### src/pcp_pkg.sv
// shared types and constants for the pwm channel command parser
// no dependencies; compile before the interfaces and modules
`default_nettype none

package pcp_pkg;

	// character codes seen by the parser (7-bit, after masking)
	localparam logic [6:0] CH_NUL = 7'h00;
	localparam logic [6:0] CH_NL  = 7'h0A;
	localparam logic [6:0] CH_CR  = 7'h0D;
	localparam logic [6:0] CH_SP  = 7'h20;
	localparam logic [6:0] CH_0   = 7'h30;
	localparam logic [6:0] CH_1   = 7'h31;
	localparam logic [6:0] CH_6   = 7'h36;
	localparam logic [6:0] CH_9   = 7'h39;

	// characters kept per field, 1..31
	localparam logic [4:0] MAX_FIELD_CHARS = 5'd20;

	// field counter codes
	localparam logic [1:0] FIELD_CMD   = 2'd0;
	localparam logic [1:0] FIELD_VALUE = 2'd1;
	localparam logic [1:0] FIELD_EXTRA = 2'd2;

	localparam logic [4:0] CMD_LEN_MAX = 5'd31;

	typedef struct packed {
		logic [6:0]  echo_char;
		logic        write_valid;
		logic [2:0]  write_channel;
		logic [15:0] write_value;
	} result_t;

endpackage

`default_nettype wire

### src/pcp_rx_if.sv
// receive channel: one serial byte per word
// depends on nothing
`default_nettype none

interface pcp_rx_if;
	logic       valid;
	logic       ready;
	logic [7:0] rx_byte;

	modport source (output valid, output rx_byte, input ready);
	modport sink (input valid, input rx_byte, output ready);
endinterface

`default_nettype wire

### src/pcp_res_if.sv
// result channel: echo character and optional duty write per word
// depends on nothing
`default_nettype none

interface pcp_res_if;
	logic        valid;
	logic        ready;
	logic [6:0]  echo_char;
	logic        write_valid;
	logic [2:0]  write_channel;
	logic [15:0] write_value;

	modport source (output valid, output echo_char, output write_valid,
		output write_channel, output write_value, input ready);
	modport sink (input valid, input echo_char, input write_valid,
		input write_channel, input write_value, output ready);
endinterface

`default_nettype wire

### src/pwm_channel_command_parser_top.sv
// Duty command line parser. Every received word yields exactly one result word, via
// the input register and the result register: the masked echo character plus, on the
// newline that ends a well-formed "N value" line (N = '1'..'6', value all digits,
// wrapping at 65536), a duty write for channel N-1. A new byte is taken every cycle
// while no result is held back; the parser state is one short update per character
// between the two registers; while a result waits, an empty input register takes one.
// depends on pcp_pkg, pcp_rx_if, pcp_res_if, pcp_parser_core
`default_nettype none

module pwm_channel_command_parser_top (
	input  wire logic clk,
	input  wire logic arst_n,
	pcp_rx_if.sink    rx,
	pcp_res_if.source res
);

	logic             valid_s1;
	logic [6:0]       ch_s1;
	logic             res_valid_q;
	pcp_pkg::result_t res_q;
	pcp_pkg::result_t core_res;
	logic             advance;
	logic             step;

	assign advance  = !res_valid_q || res.ready;
	assign step     = valid_s1 && advance;
	assign rx.ready = !valid_s1 || advance;

	always_ff @(posedge clk or negedge arst_n) begin
		if (!arst_n) begin
			valid_s1 <= 1'b0;
		end else if (rx.ready) begin
			valid_s1 <= rx.valid;
		end
	end

	always_ff @(posedge clk) begin
		if (rx.valid && rx.ready) begin
			ch_s1 <= rx.rx_byte[6:0];
		end
	end

	pcp_parser_core u_core (
		.clk    (clk),
		.arst_n (arst_n),
		.step   (step),
		.ch     (ch_s1),
		.res    (core_res)
	);

	always_ff @(posedge clk or negedge arst_n) begin
		if (!arst_n) begin
			res_valid_q <= 1'b0;
		end else if (advance) begin
			res_valid_q <= valid_s1;
		end
	end

	always_ff @(posedge clk) begin
		if (step) begin
			res_q <= core_res;
		end
	end

	assign res.valid         = res_valid_q;
	assign res.echo_char     = res_q.echo_char;
	assign res.write_valid   = res_q.write_valid;
	assign res.write_channel = res_q.write_channel;
	assign res.write_value   = res_q.write_value;

`ifndef ASSERT_OFF
	// a write only names one of the six channels
	a_chan_range: assert property (@(posedge clk) disable iff (!arst_n)
		res_valid_q && res_q.write_valid |-> res_q.write_channel <= 3'd5)
		else $error("write channel out of range");

	// no write means zero channel and value
	a_no_write_zero: assert property (@(posedge clk) disable iff (!arst_n)
		res_valid_q && !res_q.write_valid |->
		res_q.write_channel == 3'd0 && res_q.write_value == 16'd0)
		else $error("idle write fields not zero");

	// an empty result register never blocks input
	a_ready_when_empty: assert property (@(posedge clk) disable iff (!arst_n)
		!res_valid_q |-> rx.ready)
		else $error("input stalled with empty output");

	// a held word in stage one keeps its character
	a_s1_hold: assert property (@(posedge clk) disable iff (!arst_n)
		valid_s1 && !advance |=> valid_s1 && $stable(ch_s1))
		else $error("stage one word lost while stalled");
`endif

endmodule

`default_nettype wire

### src/pcp_parser_core.sv
// line parser state and next-state logic, one character per step
// depends on pcp_pkg
`default_nettype none

module pcp_parser_core (
	input  wire logic            clk,
	input  wire logic            arst_n,
	input  wire logic            step,
	input  wire logic [6:0]      ch,
	output pcp_pkg::result_t     res
);

	logic [1:0]  field_part_q, field_part_d;
	logic [4:0]  char_index_q, char_index_d;
	logic [6:0]  cmd_first_char_q, cmd_first_char_d;
	logic [4:0]  cmd_length_q, cmd_length_d;
	logic [15:0] value_accum_q, value_accum_d;
	logic        value_all_digits_q, value_all_digits_d;
	logic        cmd_ended_q, cmd_ended_d;
	logic        value_ended_q, value_ended_d;

	logic        is_digit;
	logic [6:0]  digit_full;
	logic [6:0]  chan_full;
	logic [15:0] accum_x10;

	assign is_digit   = (ch >= pcp_pkg::CH_0) && (ch <= pcp_pkg::CH_9);
	assign digit_full = ch - pcp_pkg::CH_0;
	assign chan_full  = cmd_first_char_q - pcp_pkg::CH_1;
	// times ten as two shifts and an add, wrapping at 16 bits
	assign accum_x10  = {value_accum_q[12:0], 3'b000} + {value_accum_q[14:0], 1'b0};

	always_comb begin
		field_part_d       = field_part_q;
		char_index_d       = char_index_q;
		cmd_first_char_d   = cmd_first_char_q;
		cmd_length_d       = cmd_length_q;
		value_accum_d      = value_accum_q;
		value_all_digits_d = value_all_digits_q;
		cmd_ended_d        = cmd_ended_q;
		value_ended_d      = value_ended_q;

		res.echo_char     = ch;
		res.write_valid   = 1'b0;
		res.write_channel = 3'd0;
		res.write_value   = 16'd0;

		case (ch)
			pcp_pkg::CH_NL: begin
				if (field_part_q == pcp_pkg::FIELD_VALUE && cmd_length_q == 5'd1 &&
						cmd_first_char_q >= pcp_pkg::CH_1 &&
						cmd_first_char_q <= pcp_pkg::CH_6 && value_all_digits_q) begin
					res.write_valid   = 1'b1;
					res.write_channel = chan_full[2:0];
					res.write_value   = value_accum_q;
				end
				field_part_d       = pcp_pkg::FIELD_CMD;
				char_index_d       = 5'd0;
				cmd_first_char_d   = 7'd0;
				cmd_length_d       = 5'd0;
				cmd_ended_d        = 1'b0;
				value_accum_d      = 16'd0;
				value_all_digits_d = 1'b1;
				value_ended_d      = 1'b0;
			end
			pcp_pkg::CH_SP: begin
				if (field_part_q != pcp_pkg::FIELD_EXTRA) begin
					field_part_d = field_part_q + 2'd1;
				end
				char_index_d       = 5'd0;
				value_accum_d      = 16'd0;
				value_all_digits_d = 1'b1;
				value_ended_d      = 1'b0;
			end
			pcp_pkg::CH_CR: begin
			end
			default: begin
				if (char_index_q < pcp_pkg::MAX_FIELD_CHARS) begin
					if (field_part_q == pcp_pkg::FIELD_CMD) begin
						char_index_d = char_index_q + 5'd1;
						if (!cmd_ended_q) begin
							if (ch == pcp_pkg::CH_NUL) begin
								cmd_ended_d = 1'b1;
							end else begin
								if (cmd_length_q == 5'd0) begin
									cmd_first_char_d = ch;
								end
								if (cmd_length_q != pcp_pkg::CMD_LEN_MAX) begin
									cmd_length_d = cmd_length_q + 5'd1;
								end
							end
						end
					end else if (field_part_q == pcp_pkg::FIELD_VALUE) begin
						char_index_d = char_index_q + 5'd1;
						if (!value_ended_q) begin
							if (ch == pcp_pkg::CH_NUL) begin
								value_ended_d = 1'b1;
							end else if (is_digit) begin
								value_accum_d = accum_x10 + {12'd0, digit_full[3:0]};
							end else begin
								value_all_digits_d = 1'b0;
							end
						end
					end
				end
			end
		endcase
	end

	always_ff @(posedge clk or negedge arst_n) begin
		if (!arst_n) begin
			field_part_q       <= pcp_pkg::FIELD_CMD;
			char_index_q       <= 5'd0;
			cmd_first_char_q   <= 7'd0;
			cmd_length_q       <= 5'd0;
			value_accum_q      <= 16'd0;
			value_all_digits_q <= 1'b1;
			cmd_ended_q        <= 1'b0;
			value_ended_q      <= 1'b0;
		end else if (step) begin
			field_part_q       <= field_part_d;
			char_index_q       <= char_index_d;
			cmd_first_char_q   <= cmd_first_char_d;
			cmd_length_q       <= cmd_length_d;
			value_accum_q      <= value_accum_d;
			value_all_digits_q <= value_all_digits_d;
			cmd_ended_q        <= cmd_ended_d;
			value_ended_q      <= value_ended_d;
		end
	end

endmodule

`default_nettype wire
### src/flat_wrapper.sv
// flat-port wrapper written by rule: the top's interface ports become plain ports
module pwm_channel_command_parser_top_flat 
  (clk, arst_n, rx_valid, rx_rx_byte, rx_ready, res_valid, res_echo_char, res_write_valid, res_write_channel, res_write_value, res_ready);
  pcp_rx_if rx_i ();
  pcp_res_if res_i ();
  input  wire logic clk;
  input  wire logic arst_n;
  input wire logic [$bits(rx_i.valid)-1:0] rx_valid;
  input wire logic [$bits(rx_i.rx_byte)-1:0] rx_rx_byte;
  output wire logic [$bits(rx_i.ready)-1:0] rx_ready;
  output wire logic [$bits(res_i.valid)-1:0] res_valid;
  output wire logic [$bits(res_i.echo_char)-1:0] res_echo_char;
  output wire logic [$bits(res_i.write_valid)-1:0] res_write_valid;
  output wire logic [$bits(res_i.write_channel)-1:0] res_write_channel;
  output wire logic [$bits(res_i.write_value)-1:0] res_write_value;
  input wire logic [$bits(res_i.ready)-1:0] res_ready;
  assign rx_i.valid = rx_valid;
  assign rx_i.rx_byte = rx_rx_byte;
  assign rx_ready = rx_i.ready;
  assign res_valid = res_i.valid;
  assign res_echo_char = res_i.echo_char;
  assign res_write_valid = res_i.write_valid;
  assign res_write_channel = res_i.write_channel;
  assign res_write_value = res_i.write_value;
  assign res_i.ready = res_ready;
  pwm_channel_command_parser_top u_core (.clk(clk), .arst_n(arst_n), .rx(rx_i), .res(res_i));
endmodule
### config.mk
export PLATFORM = sky130hd
export DESIGN_NAME = pwm_channel_command_parser_top_flat
export DESIGN_NICKNAME = d
export VERILOG_FILES = /design/src/pcp_pkg.sv /design/src/pcp_rx_if.sv /design/src/pcp_res_if.sv /design/src/pwm_channel_command_parser_top.sv /design/src/pcp_parser_core.sv /design/src/flat_wrapper.sv
export SDC_FILE = /design/constraint.sdc
export NUM_CORES = 1
export LEC_CHECK = 0
export BUFFER_PORTS_ARGS = -buffer_cell sky130_fd_sc_hd__buf_2
export CAP_MARGIN = 5
export CELL_PAD_IN_SITES_DETAIL_PLACEMENT = 0
export CELL_PAD_IN_SITES_GLOBAL_PLACEMENT = 2
export CORE_MARGIN = 2
export CORE_UTILIZATION = 30
export CTS_BUF_LIST = sky130_fd_sc_hd__clkbuf_8
export CTS_CLUSTER_DIAMETER = 150
export DETAILED_ROUTE_END_ITERATION = 7
export PLACE_DENSITY_LB_ADDON = 0.2
export SETUP_SLACK_MARGIN = 0.4
export SLEW_MARGIN = 20
export SYNTH_ARGS = -nofsm -noshare
export SYNTH_HDL_FRONTEND = slang
export SYNTH_SLANG_ARGS = --single-unit
### constraint.sdc
create_clock -name clk -period 7.6 [get_ports clk]
set_input_delay 1.9 -clock clk [delete_from_list [all_inputs] [get_ports clk]]
set_output_delay 1.9 -clock clk [all_outputs]
set_load 0.01 [all_outputs]
==> results.py, run 1 <==
metrics = {
    "timing": {
        "fin_ws_ns": 3.370,
        "finalMaxSlewViolations": 0,
        "min_period_over_period_pct": 55.66,
        "rsz0062_at_grt": "no",
        "relSlewSlack_pct": 35.72,
        "finalSetupTns_ns": 0,
        "tightest_slew_ns": 0.9582,
        "skew_ns": 0.006224,
        "hold_viol": 0,
        "max_freq_mhz": 236.4,
        "finalSetupViolations": 0,
        "fin_crit_ns": 4.230,
    },
    "floorplan": {
        "initial_core_util_pct": 30.97,
        "die_area_sq_mm": 0.01401,
        "top_level_ports": 41,
        "die_w_microns": 118.4,
        "core_area_sq_mm": 0.01267,
        "die_h_microns": 118.4,
        "num_rows": 41,
    },
    "synthesis": {
        "async_reset_ff_share_pct": 54.05,
        "synth_edf_count": 34,
        "synth_warnings": 0,
        "synth_area_leader_cell": "edfxtp_1",
        "yosys.cell_count.top_type": "dfrtp_1",
        "synth-seq-cells": 74,
        "synthDistinctLibCells": 55,
        "synth.area.top_cells": "edfxtp_1 (26%), dfrtp_1 (25%), ha_1 (12%), and2_1 (3.2%), o21ai_0 (2.7%)",
        "synth_area_sq_mm": 0.003924,
        "netlist_instances": 336,
        "yosysTopAreaCellShare_pct": 26.02,
        "synth_ff_type": "dfrtp_1",
        "seq_area_frac_synth_pct": 51.56,
        "syn_nets": 387,
        "avgSynthCellArea_sq_um": 11.68,
        "synth_common_cells": "dfrtp_1 (39), ha_1 (37), edfxtp_1 (34)",
    },
    "critical_path": {
        "cp-end-kind": "output port",
        "rrSetupSlack_ns": 4.46,
        "slowest_stage": "nand3b_1",
        "path_max_fanout": 3,
        "crit_path_start": "res_ready",
        "cp.required_ns": 5.70,
        "crit_top_cell": "buf_2",
        "path_buf_inv": 2,
        "cp_top_family": "buffers and inverters",
        "crit_chain": "buf_2 > nand3b_1 > buf_2",
        "r2r-start": "u_core.ch_s1[3]",
        "crit_arrival_ns": 2.33,
        "max_stage_delay_ns": 0.17,
        "path_class": "input port to output port",
        "worstSetupStartpointType": "input port",
    },
    "place": {
        "dp_worst_setup_slack_ns": 3.378,
        "io_buffer_count": 39,
        "dp_hpwl_microns": 6133,
        "gp_congestion": 0.7336,
        "dp.cells": 544,
    },
    "clock_tree": {
        "clock_sinks": 74,
        "cts_setup_buffers": 0,
        "clk_pin_slew_ns": 0.08,
        "clk_latency_ns": 0.36,
        "h-tree-depth": 3,
        "clockRootBuffer": "clkbuf_8",
        "ctsHoldBuffers": 0,
        "cts_tree": "built",
        "clock_path_buffers": 2,
        "ctsResizeCount": 0,
        "tritoncts.num_buffers": 9,
    },
    "cells_and_area": {
        "drive_gt1_share_pct": 19.85,
        "diodes": 0,
        "nets": 434,
        "finalNonFillerCells": 560,
        "area_growth_pct": 15.24,
    },
    "grt": {
        "overflow": 0,
        "grt_util_all_layers_pct": 13.10,
        "grt_pass1_wl_microns": 14250,
        "antenna_found_initial": 0,
        "grt_pass1_vias": 2714,
        "grt_max_degree": 41,
    },
    "drt": {
        "routed_wl_microns": 8548,
        "viasPerCell": 4.791,
        "via_count": 2683,
        "drt_iter0_drc": 142,
        "wire_per_inst_microns": 15.26,
        "drtAntennaViolNets": 0,
        "drcViolationCount": 0,
        "dr.pass1.iters": 4,
    },
    "power_and_ir_drop": {
        "p_switching_w": 0.0003213,
        "swShare_pct": 31.88,
        "ir_drop_mv": 0.08940,
        "combPwrFrac_pct": 21.2,
        "p_per_area_mw_per_mm2": 222.9,
        "intPower_w": 0.0006866,
        "leakagePower_nw": 2.047,
        "seqPwrFrac_pct": 51.0,
        "clkPwrFrac_pct": 27.8,
    },
    "flow_run": {
        "maxCapViolations": 0,
    },
    "min_path": {
        "min_path_type": "flip-flop to flip-flop",
        "hold_start": "u_core.u_core.value_accum_q[15]",
    },
    "outcome": {
        "status": "finished, final reports clean",
    },
}
kinds of logic after synthesis:
logic type	count (synthesis)	share of synthesized area (%)
buffers and inverters	25	2.487
AOI/OAI and AO/OA	75	13.58
and+or+nand+nor	103	14.57
DFF	74	51.56
adders and majority gates	39	12.82
muxes	8	2.296
xor gates and xnor gates	12	2.679
metal layers:
metal	routed length (microns)	global-route usage (%)	up-vias
met1	4513	17.98	1291
met2	3622	19.33	47
met3	269	3.813	11
li1	-	-	1334
met4	142	5.271	0
met5	0	0	-
registers in the layout, summed over array words and instances, names as in the netlist, 2 cells and up:
name	cells
u_core.res.write_value	16
u_core.ch_s1	7
u_core.res.write_channel	3
u_core.u_core.char_index_q	5
u_core.res.echo_char	7
u_core.u_core.cmd_first_char_q	7
u_core.u_core.value_accum_q	16
u_core.u_core.cmd_length_q	5
u_core.u_core.field_part_q	2
stage by stage:
step	utilization (%)	hold slack, ns	cell area [sq um]	total power [W]
after global placement	34.25	0.4595	4339	0.0007349
after global routing	35.69	0.5183	4522	0.001078
after CTS	35.67	0.4879	4519	0.001025
after floorplan	-	0.4376	3924	0.0006671
final	35.69	0.4808	4522	0.001008
after detailed placement	34.25	0.4692	4339	0.0007398
tightest hold or removal path, stage by stage (launching register included):
cell and delay, ns:
dfrtp_1 0.35, a32oi_1 0.05, nand2_1 0.05
placed cells by master, fill, tap and decap left out, drive strengths merged, types with 3 or more instances in the layout:
master and n:
a22o 11, or3 3, a21oi 13, clkinv 3, xnor2 7, edfxtp 34, clkinvlp 4, o21ai 22
xor2 5, nor4 7, nand2 21, nand4 3, and3 3, a211oi 6, clkbuf 10, nand2b 5
and2 21, buf 41, ha 37, dfrtp 39, inv 19, mux2 8, nor3 5, nor2 18
nand3 6, a21o 3
power by group through the flow:
stage,clock network [W],logic (W),registers [W]
floorplan,0,0.000154,0.000513
global placement,0,0.000213,0.000522
detailed placement,0,0.000217,0.000523
CTS,0.000293,0.000217,0.000515
global route,0.000307,0.000249,0.000522
finish,0.000280,0.000214,0.000514
layout make-up:
class | count | area [sq um]
fillers | 1284 | 8149
flip-flops and latches | 74 | 2023
multi-input cells | 237 | 1815
well taps | 172 | 215.2
repair buffers | 41 | 212.7
clock buffers | 10 | 137.6
inverters | 20 | 75.07
clock inverters | 6 | 42.54
path summary, 6_finish.rpt:
kind	to	cells past startpoint
setup reg to reg	u_core.u_core.value_accum_q[15]	10
hold reg to reg	u_core.u_core.value_accum_q[15]	2
hold / removal	u_core.u_core.value_accum_q[15]	2
setup / recovery	rx_ready	3
max in group asynchronous	u_core.u_core.value_all_digits_q	1
min in group asynchronous	u_core.u_core.cmd_length_q[3]	1
(Power assumes the default switching activity.)
==> run 2: changes to the inputs <==
Clock period 7.6 ns to 3.9 ns, I/O delays scaled along.
==> run 2 against run 1 <==
- total power is 97% higher
- worst hold slack improved by 0.0035 ns
- setup slack got worse by 2.5 ns
- utilization increased by 0.20 points
- clock skew grew 0.0013 ns
- critical path depth rose by 7
- sequential share of layout area is 0.25 points lower
- final cell count increased by 0.36%
- clock-buffer cell count up 2
==> results.py, run 2 (synthesized netlist as in run 1, its figures left out) <==
metrics = {
    "outcome": {
        "status": "finished, final reports clean",
    },
    "timing": {
        "fin_crit_ns": 3.038,
        "min_period_over_period_pct": 77.89,
        "relSlewSlack_pct": 41.79,
        "hold_viol": 0,
        "skew_ns": 0.007511,
        "max_freq_mhz": 329.2,
        "tightest_slew_ns": 0.8730,
        "finalMaxSlewViolations": 0,
        "rsz0062_at_grt": "no",
        "finalSetupViolations": 0,
        "finalSetupTns_ns": 0,
    },
    "min_path": {
        "holdPathStages": 2,
        "min_path_type": "flip-flop to flip-flop",
    },
    "clock_tree": {
        "h-tree-depth": 3,
        "tritoncts.num_buffers": 9,
        "cts_tree": "built",
        "cts_setup_buffers": 0,
        "clk_latency_ns": 0.36,
        "clock_path_buffers": 2,
        "clockRootBuffer": "clkbuf_8",
        "ctsHoldBuffers": 0,
        "ctsResizeCount": 0,
        "clk_pin_slew_ns": 0.08,
        "clock_sinks": 74,
    },
    "floorplan": {
        "num_rows": 41,
        "core_area_sq_mm": 0.01267,
        "die_h_microns": 118.4,
        "die_area_sq_mm": 0.01401,
        "initial_core_util_pct": 30.97,
        "die_w_microns": 118.4,
        "top_level_ports": 41,
    },
    "critical_path": {
        "max_stage_delay_ns": 0.50,
        "cp_top_family": "adder cells",
        "worstSetupStartpointType": "flip-flop",
        "r2r_cells": 10,
        "crit_arrival_ns": 3.28,
        "path_buf_inv": 2,
        "cp.required_ns": 4.15,
        "crit_chain": "inv_1 > fa_1 > inv_1 > fa_1 > a211oi_1 > nor2_1 > o211a_1 > nor4_1 > o21bai_1 > a32o_1",
        "crit_cells": 10,
        "slowest_stage": "edfxtp_1",
        "path_class": "flip-flop to flip-flop",
        "cp-end-kind": "flip-flop",
        "path_max_fanout": 7,
    },
    "drt": {
        "drt_iter0_drc": 162,
        "drcViolationCount": 0,
        "drtAntennaViolNets": 0,
        "via_count": 2709,
        "viasPerCell": 4.820,
        "dr.pass1.iters": 4,
        "routed_wl_microns": 8492,
        "wire_per_inst_microns": 15.11,
    },
    "place": {
        "place_area_sq_mm": 0.004354,
        "dp_hpwl_microns": 6226,
        "gp_congestion": 0.7413,
        "io_buffer_count": 39,
    },
    "cells_and_area": {
        "drive_gt1_share_pct": 20.51,
        "layout_common_cells": "dfrtp_1 (39), buf_2 (38), ha_1 (37)",
        "nFillCells": 1290,
        "diodes": 0,
        "design_area_sq_mm": 0.004547,
        "nets": 436,
        "area_growth_pct": 15.88,
        "layout_commonest_cell": "dfrtp_1",
    },
    "grt": {
        "grt_max_degree": 41,
        "grt_pass1_wl_microns": 14370,
        "overflow": 0,
        "antenna_found_initial": 0,
        "grt_pass1_vias": 2763,
        "grt_util_all_layers_pct": 13.21,
    },
    "power_and_ir_drop": {
        "power.total_w": 0.001985,
        "p_per_area_mw_per_mm2": 436.6,
        "ir_drop_mv": 0.1682,
        "leakagePower_nw": 2.079,
    },
    "flow_run": {
        "maxCapViolations": 0,
    },
}
## run 2: path summary, 6_finish.rpt
| check | end | startpoint | slack (ns) |
|---|---|---|---|
| setup / recovery | u_core.u_core.value_accum_q[12] | u_core.ch_s1[3] | 0.86 |
| hold / removal | u_core.u_core.value_accum_q[15] | u_core.u_core.value_accum_q[15] | 0.48 |
| setup reg to reg | u_core.u_core.value_accum_q[12] | u_core.ch_s1[3] | 0.86 |
| hold reg to reg | u_core.u_core.value_accum_q[15] | u_core.u_core.value_accum_q[15] | 0.48 |
| max in group asynchronous | u_core.u_core.value_all_digits_q | arst_n | 2.91 |
| min in group asynchronous | u_core.u_core.cmd_length_q[0] | arst_n | 0.60 |
## run 2: report_power, final
part | internal, W | total (W) | switching [W]
clock network | 0.000281 | 0.000568 | 0.000287
logic | 0.000179 | 0.000417 | 0.000238
registers | 0.000914 | 0.00100 | 0.0000854
## run 2: worst register-to-register path: cells and delay by family (launching register included)
family / cells / cell delay, ns
AO/OA/AOI/OAI: 4 / 0.93
adder cells (fa/ha/maj): 2 / 0.96
buffers and inverters: 2 / 0.16
flip-flops: 1 / 0.50
AND/OR/NAND/NOR: 2 / 0.38
## run 2: metrics by stage
step,util (%),setup slack (ns),hold WS (ns),instances
CTS,35.86,0.8385,0.4873,562
floorplan,-,1.206,0.4376,336
global placement,34.36,0.8675,0.4611,546
global route,35.88,0.5642,0.5281,562
finish,35.88,0.8622,0.4843,562
detailed placement,34.36,0.8638,0.4694,546
## run 2: cell type report
type | instances | area, sq um | area share (%)
sequential | 74 | 2023 | 44.50
timing repair buffer | 43 | 227.7 | 5.008
clock inverter | 4 | 25.02 | 0.5504
multi-input combinational | 237 | 1815 | 39.93
inverter | 20 | 75.07 | 1.651
tap | 172 | 215.2 | 4.733
clock buffer | 12 | 165.2 | 3.632
## run 2: metal layers
metal	track usage, %	share of wire [%]	vias up
met1	18.70	51	1298
met5	0	0	-
li1	-	-	1347
met4	4.970	1.6	0
met2	19.04	43	50
met3	3.764	4.6	14
==> run 3: changes to the inputs <==
Clock period 3.9 ns to 2.8 ns, I/O delays scaled along.
==> run 3 against run 2 <==
- setup slack lost 0.63 ns
- first-iteration DRC count shrank 33%
- via count grew 2.7%
- largest cell class unchanged
==> results.py, run 3 (synthesized netlist as in run 1, its figures left out) <==
metrics = {
    "outcome": {
        "status": "finished, final reports clean",
    },
    "drt": {
        "via_count": 2782,
        "routed_wl_microns": 8996,
        "drcViolationCount": 0,
        "drtAntennaViolNets": 0,
        "dr.pass1.iters": 4,
        "drt_iter0_drc": 108,
        "wire_per_inst_microns": 15.59,
        "viasPerCell": 4.821,
    },
    "floorplan": {
        "initial_core_util_pct": 30.97,
        "die_w_microns": 118.4,
        "top_level_ports": 41,
        "core_area_sq_mm": 0.01267,
        "die_area_sq_mm": 0.01401,
        "die_h_microns": 118.4,
        "num_rows": 41,
    },
    "timing": {
        "skew_ns": 0.01381,
        "max_freq_mhz": 388.9,
        "hold_viol": 0,
        "fin_crit_ns": 2.571,
        "min_period_over_period_pct": 91.83,
        "finalMaxSlewViolations": 0,
        "finalSetupViolations": 0,
        "tightest_slew_ns": 0.4685,
        "rsz0062_at_grt": "yes",
        "finalSetupTns_ns": 0,
        "relSlewSlack_pct": 68.76,
    },
    "cells_and_area": {
        "diodes": 0,
        "nFillCells": 1281,
        "area_growth_pct": 23.31,
        "drive_gt1_share_pct": 28.89,
        "layout_common_cells": "buf_2 (39), dfrtp_1 (38), edfxtp_1 (34)",
        "layout_commonest_cell": "buf_2",
        "nets": 451,
    },
    "power_and_ir_drop": {
        "leakagePower_nw": 2.186,
        "ir_drop_mv": 0.3487,
        "p_per_area_mw_per_mm2": 647.7,
        "power.total_w": 0.003134,
    },
    "grt": {
        "antenna_found_initial": 0,
        "grt_util_all_layers_pct": 13.63,
        "grt_max_degree": 28,
        "grt_pass1_vias": 2863,
        "grt_pass1_wl_microns": 14950,
        "overflow": 0,
    },
    "critical_path": {
        "max_stage_delay_ns": 0.54,
        "crit_arrival_ns": 2.82,
        "path_max_fanout": 3,
        "cp.required_ns": 3.05,
        "path_class": "flip-flop to flip-flop",
        "cp-end-kind": "flip-flop",
        "worstSetupStartpointType": "flip-flop",
        "path_buf_inv": 3,
        "r2r-start": "u_core.u_core.value_accum_q[0]",
        "cp_top_family": "adder cells",
        "crit_chain": "inv_2 > fa_1 > inv_2 > ha_1 > a211oi_2 > nor4_2 > a211oi_2 > buf_4 > o21ai_1 > xnor2_1 > a22o_1",
        "slowest_stage": "fa_1",
        "crit_path_start": "u_core.u_core.value_accum_q[0]",
    },
    "clock_tree": {
        "clock_sinks": 74,
        "clockRootBuffer": "clkbuf_8",
        "tritoncts.num_buffers": 9,
        "clk_latency_ns": 0.37,
        "clock_path_buffers": 2,
        "cts_tree": "built",
        "h-tree-depth": 3,
        "clk_pin_slew_ns": 0.09,
    },
    "min_path": {
        "min_path_type": "input port to asynchronous set/reset pin",
    },
    "flow_run": {
        "maxCapViolations": 0,
    },
    "place": {
        "gp_congestion": 0.7483,
        "dp_hpwl_microns": 6366,
        "io_buffer_count": 39,
    },
}
==> run 3: repair_timing <==
item	in CTS	in global routing
setup buffers	5	2
setup endpoints to repair	9	26
gates resized for setup	9	11
hold buffers	0	0
pin swaps	2	2
==> run 3: worst reg2reg max path, cell delays in order, from the launching register on <==
cell and delay (ns):
dfrtp_1 0.37, inv_2 0.05, fa_1 0.54, inv_2 0.05
ha_1 0.32, a211oi_2 0.28, nor4_2 0.08, a211oi_2 0.21
buf_4 0.17, o21ai_1 0.07, xnor2_1 0.14, a22o_1 0.19
==> run 3: final timing paths <==
path | endpoint | slack (ns) | cells past startpoint
worst max-delay path | u_core.u_core.value_accum_q[13] | 0.23 | 11
worst min register to register | u_core.u_core.value_accum_q[15] | 0.48 | 2
max in group asynchronous | u_core.u_core.value_all_digits_q | 1.81 | 2
worst max register to register | u_core.u_core.value_accum_q[13] | 0.23 | 11
worst min-delay path | u_core.u_core.cmd_length_q[4] | 0.24 | 1
min in group clk | u_core.u_core.value_accum_q[15] | 0.48 | 2
==> run 3: where the power goes <==
group	leakage, nW	internal [W]	switching [W]
Sequential	0.850	0.00127	0.000110
Combinational	1.21	0.000315	0.000378
Clock	0.124	0.000601	0.000454
Total	2.19	0.00219	0.000943
==> run 3: metal layers <==
layer	vias up	global-route usage [%]	part of all wire, %
met4	0	5.346	1.6
li1	1370	-	-
met5	-	0	0
met2	45	20.01	43
met1	1354	19.49	52
met3	13	2.896	3.6
==> run 3: stage by stage <==
| stage | setup WS [ns] | cell area, sq um | util (%) | std cells | hold WS, ns |
|---|---|---|---|---|---|
| after floorplan | 0.3085 | 3944 | - | 336 | 0.4044 |
| after detailed placement | 0.09084 | 4434 | 35.00 | 554 | 0.4611 |
| after global routing | 0.1180 | 4838 | 38.19 | 577 | 0.2460 |
| after global placement | 0.08998 | 4434 | 35.00 | 554 | 0.4646 |
| final | 0.2288 | 4838 | 38.19 | 577 | 0.2353 |
| after CTS | 0.1913 | 4762 | 37.58 | 575 | 0.2339 |
==> run 3: cell type report <==
class	instances	area [sq um]	area share [%]
multi-input cells	237	1937	40.03
flip-flops and latches	74	2024	41.84
clock inverters	7	125.1	2.586
inverters	20	75.07	1.552
well taps	172	215.2	4.448
repair buffers	58	337.8	6.982
clock buffers	9	123.9	2.560
